## config.mk

```make
export PLATFORM = sky130hd
export DESIGN_NAME = vgdf_div
export DESIGN_NICKNAME = d
export VERILOG_FILES = /design/src/rtl/core/vgdf_pkg.sv /design/src/rtl/core/vgdf_div.sv
export SDC_FILE = /design/constraint.sdc
export NUM_CORES = 1
export LEC_CHECK = 0
export BUFFER_PORTS_ARGS = -buffer_cell sky130_fd_sc_hd__buf_2
export CORE_UTILIZATION = 35
export CTS_BUF_LIST = sky130_fd_sc_hd__clkbuf_8
export CTS_CLUSTER_SIZE = 28
export DETAILED_ROUTE_END_ITERATION = 8
export HOLD_SLACK_MARGIN = 0.15
export PLACE_DENSITY = 0.52
export SYNTH_ARGS = -nofsm -noshare
export SYNTH_HDL_FRONTEND = slang
export SYNTH_SLANG_ARGS = --single-unit
export TNS_END_PERCENT = 20
```

## constraint.sdc

```tcl
create_clock -name i_clk -period 3.45 [get_ports i_clk]
set_clock_uncertainty 0.05 [all_clocks]
set_input_delay 0.345 -clock i_clk [delete_from_list [all_inputs] [get_ports i_clk]]
set_output_delay 0.345 -clock i_clk [all_outputs]
set_load 0.05 [all_outputs]
```

## src/rtl/core/vgdf_pkg.sv

```systemverilog
// ----------------------------------------------------------------------------
// vgdf_pkg
// shared widths, constants and types of the voxel grid duplicate filter
// ----------------------------------------------------------------------------
package vgdf_pkg;

    localparam int COORD_W     = 24;
    localparam int RES_W       = 23;
    localparam int NUM_W       = COORD_W + 1;
    localparam int DIV_CNT_W   = $clog2(NUM_W + 1);

    // set depth must be a power of two: the home slot is the low hash bits
    localparam int SET_DEPTH   = 4096;
    localparam int ADDR_W      = $clog2(SET_DEPTH);
    localparam int PROBE_LIMIT = 8;
    localparam int PROBE_W     = $clog2(PROBE_LIMIT + 1);

    localparam int EPOCH_W     = 8;
    localparam logic [EPOCH_W-1:0] EPOCH_FIRST = EPOCH_W'(1);
    localparam logic [EPOCH_W-1:0] EPOCH_LAST  = {EPOCH_W{1'b1}};

    localparam logic [31:0] HASH_X = 32'd73856093;
    localparam logic [31:0] HASH_Y = 32'd19349663;
    localparam logic [31:0] HASH_Z = 32'd83492791;

    localparam int APB_ADDR_W = 3;
    localparam int APB_DATA_W = 32;
    localparam logic REG_VOXEL_SIZE = 1'b0;
    localparam logic [RES_W-1:0] VOXEL_SIZE_RESET = RES_W'(410);

    typedef struct packed {
        logic [EPOCH_W-1:0] tag;
        logic [COORD_W-1:0] kx;
        logic [COORD_W-1:0] ky;
        logic [COORD_W-1:0] kz;
    } t_entry;

endpackage

```

## src/rtl/core/vgdf_div.sv

```systemverilog
// ----------------------------------------------------------------------------
// vgdf_div
// bit-serial voxel index: sign(v) * floor((2|v| + res) / (2 res))
// ----------------------------------------------------------------------------
module vgdf_div
    import vgdf_pkg::*;
(
    input  logic                      i_clk,
    input  logic                      i_rst_n,
    input  logic                      i_start,
    input  logic signed [COORD_W-1:0] i_value,
    input  logic [RES_W-1:0]          i_res,
    output logic                      o_done,
    output logic [COORD_W-1:0]        o_key
);

    logic                 r_busy;
    logic [DIV_CNT_W-1:0] r_cnt;
    logic [NUM_W-1:0]     r_num;
    logic [NUM_W-1:0]     r_rem;
    logic [COORD_W-1:0]   r_den;
    logic                 r_neg;

    logic [COORD_W-1:0]   w_mag;
    logic [NUM_W-1:0]     w_shift;
    logic                 w_ge;

    assign w_mag   = i_value[COORD_W-1] ? (~i_value + COORD_W'(1)) : i_value;
    assign w_shift = {r_rem[NUM_W-2:0], r_num[NUM_W-1]};
    assign w_ge    = w_shift >= {1'b0, r_den};

    always_ff @(posedge i_clk) begin
        if (!i_rst_n) begin
            r_busy <= 1'b0;
            r_cnt  <= '0;
            o_done <= 1'b0;
        end else begin
            o_done <= 1'b0;
            if (i_start) begin
                r_busy <= 1'b1;
                r_cnt  <= DIV_CNT_W'(NUM_W);
            end else if (r_busy) begin
                r_cnt <= r_cnt - DIV_CNT_W'(1);
                if (r_cnt == DIV_CNT_W'(1)) begin
                    r_busy <= 1'b0;
                    o_done <= 1'b1;
                end
            end
        end
    end

    always_ff @(posedge i_clk) begin
        if (i_start) begin
            r_num <= {w_mag, 1'b0} + NUM_W'(i_res);
            r_rem <= '0;
            r_den <= {i_res, 1'b0};
            r_neg <= i_value[COORD_W-1];
        end else if (r_busy) begin
            r_rem <= w_ge ? (w_shift - NUM_W'(r_den)) : w_shift;
            r_num <= {r_num[NUM_W-2:0], w_ge};
        end
    end

    // quotient never exceeds 2^23, so the low bits carry it exactly
    assign o_key = r_neg ? (~r_num[COORD_W-1:0] + COORD_W'(1)) : r_num[COORD_W-1:0];

endmodule
```

; Yosys cells after proc, flatten, opt, wreduce, memory -nomap -nowiden
; Cells that the tools add are included.
[totals]
input_bits = 50
reg_bits = 80
wordCells = 33
out_inout_bits = 25
[classes]
bitwise = 4
reduce_logical = 3
n_eq_ne = 1
add_sub_neg = 5
magnitude_cmp = 1
n_mux = 11
[op_table]
columns = cell, count
row1 = two-way mux 24 bit, 3
row2 = two-way mux 25 bit, 2
row3 = NOT 24 bit, 2
row4 = adder 25 x 23 -> 25 bit, 1
row5 = >= comparator 25 x 24 -> 1 bit, 1
row6 = adder 24 x 1 -> 24 bit (second input constant), 1
row7 = adder 24 x 2 -> 24 bit (second input constant), 1
row8 = subtractor 24 bit, 1
row9 = two-way mux 5 bit, 2
row10 = equality test 5 x 1 -> 1 bit (second input constant), 1
row11 = subtractor 5 x 1 -> 5 bit (second input constant), 1
row12 = two-way mux 1 bit, 4
row13 = OR reduction 3 bit, 1
row14 = NOT 1 bit, 2
row15 = nonzero test 2 bit, 1
row16 = OR reduction 2 bit, 1

; Longest topological paths before layout
[depth]
ltp_word = 5
ltp_mapped = 15
depth_no_buf = 15

; Worst setup path before layout
; No wires, ideal clock.
[synth_path]
path_kind = input to register
startpoint = input port i_value[4]
endpoint = register r_num[18] (data pin)
slack_ps = -130
t_arrival_ps = 3270
cell_stages = 15
setup_ps = 260
path_buffers = 0
t_required_ps = 3140
path_cell_list = nor4_2 -> or2b_1 -> nor2_1 -> nand2_1 -> nand2_1 -> xnor2_1 -> ha_1 -> and3_1 -> and3_1 -> a31oi_1 -> a31oi_1 -> a221oi_1 -> o21ai_0 -> xor2_1 -> mux2_2
[synth_between]
elab_chain_len = 5
[synth_rtl]
columns = item, line_no
row1 = "start, declared", vgdf_div.sv:11  ; input logic signed [COORD_W-1:0] i_value,
row2 = NOT 24 bit, vgdf_div.sv:28  ; assign w_mag = i_value[COORD_W-1] ? (~i_value + COORD_W'(1)) : i_value;
row3 = adder 24 x 2 -> 24 bit, vgdf_div.sv:28
row4 = two-way mux 24 bit *, vgdf_div.sv:28
row5 = adder 25 x 23 -> 25 bit *, vgdf_div.sv:54  ; r_num <= {w_mag, 1'b0} + NUM_W'(i_res);
row6 = two-way mux 25 bit *, vgdf_div.sv:53  ; if (i_start) begin
row7 = "end signal, assigned", vgdf_div.sv:54
row8 = "end signal, assigned", vgdf_div.sv:60  ; r_num <= {r_num[NUM_W-2:0], w_ge};
row9 = "end, declared", vgdf_div.sv:19  ; logic [NUM_W-1:0] r_num;
; Mark *: on every way between the ends. The rest lies on a longest branch, timed or not.
; A chain may end at the register's enable or synchronous reset.

; Worst setup path in the final report
[layout_path]
startpoint = register r_num[5]
endpoint = output port o_key[19]
[layout_between]
elab_chain_len = 3
[layout_rtl]
columns = item, line_no
row1 = NOT 24 bit, vgdf_div.sv:65  ; assign o_key = r_neg ? (~r_num[COORD_W-1:0] + COORD_W'(1)) : r_num[COORD_W-1:0];
row2 = adder 24 x 1 -> 24 bit, vgdf_div.sv:65
row3 = two-way mux 24 bit, vgdf_div.sv:65
row4 = "end, declared", vgdf_div.sv:14  ; output logic [COORD_W-1:0] o_key
; No other way between the ends.

==> flow_metrics.env <==
export IMPL_status="finished, violations left"
export IMPL_violations="negative setup slack"
export IMPL_fin_util_pct=46.3
export IMPL_yosysTopAreaCell="edfxtp_1"
export IMPL_routed_via_density=5.17
export IMPL_ys_async_sr_fraction_pct=0
export IMPL_crit_arrival_ps=3170
export IMPL_grt_pass1_wl_mm=28.0
export IMPL_synth_cell_area_um2=6490
export IMPL_ant_nets=0
export IMPL_p_sw_share_pct=40.8
export IMPL_ctsHtreeMaxLevel=3
export IMPL_min_path_type="in -> reg"
export IMPL_ys_seq_elements=80
export IMPL_r2r_cells=11
export IMPL_fin_crit_sh_pct=103
export IMPL_cts_tree="done"
export IMPL_routedWlPerCell_um=15.5
export IMPL_p_int_mw=2.09
export IMPL_die_y_um=138
export IMPL_crit_path_end_kind="primary output"
export IMPL_synth_avg_cell_area_um2=9.24
export IMPL_setup_tns_ps=-426
export IMPL_grt_busiest_layer="met2"
export IMPL_netlist_instances=702
export IMPL_setup_violations=6
export IMPL_synth_edff_count=49
export IMPL_timing_fmax_mhz=280
export IMPL_clkPwrFrac_pct=20.2
export IMPL_path_cells="or4_4 -> or3_4 -> or4_4 -> or3_4 -> o41ai_4 -> xnor2_1 -> buf_4"
export IMPL_grtUsageMet1_pct=22.5
export IMPL_p_sw_mw=1.45
export IMPL_power_frac_comb_pct=44.1
export IMPL_max_cap_violations=0
export IMPL_start_util_pct=35.9
export IMPL_rsz0062_at_grt="true"
export IMPL_cp_data_required_time_ps=3050
export IMPL_fillers=1733
export IMPL_ys_flop_type="edfxtp_1"
export IMPL_synth_top_area_share_pct=22.7
export IMPL_hold_viol=0
export IMPL_routabilityCongestion=0.860
export IMPL_yosys_top_cells_count="62 x xnor2_1, 57 x nand2_1, 54 x ha_1, 49 x edfxtp_1, 47 x o21ai_0"
export IMPL_rows=49
export IMPL_clock_sinks=80
export IMPL_r2r_end="r_rem[18]"
export IMPL_area_delta_synth_final_pct=29.0
export IMPL_cp_max_fo=4
export IMPL_clk_path_buf_depth=2
export IMPL_worstMarginPinSlew_ps=944
export IMPL_drive_above_1_share_pct=27.0
export IMPL_drc=0
export IMPL_grt_ovfl_total=0
export IMPL_grt_pass1_vias=5846
export IMPL_rrSetupSlack_ps=320
export IMPL_antenna_found_initial=1
export IMPL_leakagePower_nw=3.71
export IMPL_grt_use_met3_pct=2.22
export IMPL_ios=75
export IMPL_syn_num_nets=808
export IMPL_cts_made_buffers=9
export IMPL_slowest_stage="or4_4"
export IMPL_synthTopCellsByArea="edfxtp_1 23%, ha_1 10%, dfxtp_1 9.6%"
export IMPL_io_buffers=74
export IMPL_cp_start_kind="flip-flop"
export IMPL_cts_root_buf="clkbuf_8"
export IMPL_dp_cells=1066
export IMPL_path_class="reg -> out"
export IMPL_via_count=5750
export IMPL_dp_hpwl_mm=13.2
export IMPL_powerDensity_nw_per_um2=423
export IMPL_first_iter_violations=235
export IMPL_met2_usage_pct=31.9
export IMPL_dieArea_um2=19100
export IMPL_first_pass_iters=4
export IMPL_r2r_start="r_den[1]"
export IMPL_insertion_delay_ps=390
export IMPL_wl_mm=17.3
export IMPL_cp_startpoint="r_num[5]"
export IMPL_period_minus_slack_ps=3570
export IMPL_setup_ws_ps=-118
export IMPL_cts_clk_slew_worst_paths_ps=110
export IMPL_nets=984
export IMPL_irDropWorstVdd_mv=0.332
export IMPL_gr_usage_all_layers_pct=18.1
export IMPL_core_um2=18100
export IMPL_dpl_worst_slack_ps=-506
export IMPL_fin_cells=1113
export IMPL_yosysWarnings=0
export IMPL_grt_start_max_net_pins=38
export IMPL_slew_viol_final=0
export IMPL_max_slew_margin_rel_pct=37.1
export IMPL_endpoint="o_key[19]"
export IMPL_ys_seq_area_share_pct=32.2
export IMPL_post_synth_top_count_cell="xnor2_1"
export IMPL_fp_dieW_um=138
export IMPL_p_total_mw=3.54
export IMPL_p_seq_share_pct=35.7
export IMPL_min_delay_start="i_rst_n"
export IMPL_crit_path_max_incr_delay_ps=540
export IMPL_ys_types=64
-- registers in the layout, summed over array words and instances (netlist names) --
name and cells:
r_neg 1, o_done 1, r_busy 1, r_cnt 5, r_num 25, r_den 23
r_rem 24
-- routing by layer --
metal / vias to the layer above / wire [um]
li1: 2931 / -
met2: 78 / 8510
met3: 23 / 325
met4: 0 / 327
met5: - / 0
met1: 2718 / 8120
-- stage by stage --
stage	cell area [um2]	hold slack, ps
6_report	8370	184
5_1_grt	8370	174
4_1_cts	8190	164
3_5_place_dp	7680	422
3_3_place_gp	7680	411
2_1_floorplan	6500	393
-- repair_timing --
item | CTS | global route
hold buffers | 23 | 0
cloned | 0 | 0
buffers inserted | 3 | 4
pin swaps | 2 | 24
gates resized for setup | 16 | 38
endpoints found under the setup margin | 13 | 23
endpoints found under the hold margin | 23 | 0
-- power by group through the flow --
stage / Clock (mW) / Sequential, mW / Combinational [mW]
2_1_floorplan: 0 / 1.25 / 1.02
6_report: 0.715 / 1.26 / 1.56
3_5_place_dp: 0 / 1.28 / 1.44
4_1_cts: 0.738 / 1.26 / 1.51
5_1_grt: 0.771 / 1.28 / 1.69
3_3_place_gp: 0 / 1.28 / 1.43
-- worst max-delay path: cells and delay by family (launching register included) --
family          cells  cell delay, ps
buf+inv             1             220
flops               1             420
xor+xnor            1             160
simple gates        4            1760
compound gates      1             230
-- worst min-delay path by stage --
stage           endpoint  slack [ps]  cells past startpoint
2_1_floorplan  r_rem[23]         390                      2
3_3_place_gp   r_rem[23]         410                      2
3_5_place_dp   r_rem[23]         420                      2
4_1_cts         r_cnt[0]         160                      2
5_1_grt         r_cnt[4]         170                      2
6_report        r_cnt[0]         180                      2
-- layout by cell type, fill, tap and decap left out, types with 4 or more instances in the layout --
master / n
o41ai_1: 4
dfxtp_1: 31
xor2_1: 23
mux2i_1: 20
nand3_1: 10
buf_4: 98
edfxtp_1: 49
ha_1: 54
o31ai_2: 4
nand4b_1: 7
a21oi_1: 38
a31oi_1: 5
o211ai_1: 9
nor2b_1: 12
and3_1: 6
a21o_1: 21
xnor2_1: 62
clkbuf_8: 9
buf_2: 60
o31ai_1: 7
o21a_1: 10
or4_1: 4
dlygate4sd3_1: 23
mux2_2: 14
o21ai_0: 42
o21bai_1: 4
inv_6: 4
nor2_1: 41
nor3_1: 7
inv_1: 44
a211oi_1: 12
nand2b_1: 9
nand2_1: 55
-- cell type report --
type,count,area [um2],share of cell area [%]
diodes,1,2.50,0.0299
clock buffers,9,124,1.48
clock inverters,7,66.3,0.792
inverters,44,165,1.97
multi-input cells,557,4310,51.5
flip-flops and latches,80,2090,25.0
well taps,229,287,3.42
repair buffers,186,1320,15.8
-- logic make-up (layout without fill, tap and decap cells) --
group	after synthesis	in the layout	synth area share, %
compound gates	195	195	20.3
simple gates	185	185	15.2
xor+xnor	85	85	11.5
flops	80	80	32.2
buf+inv	65	246	3.90
fa+ha+maj	56	56	11.0
mux	36	36	5.86
other cells	0	1	0
Power figures use the tool's default switching activity.
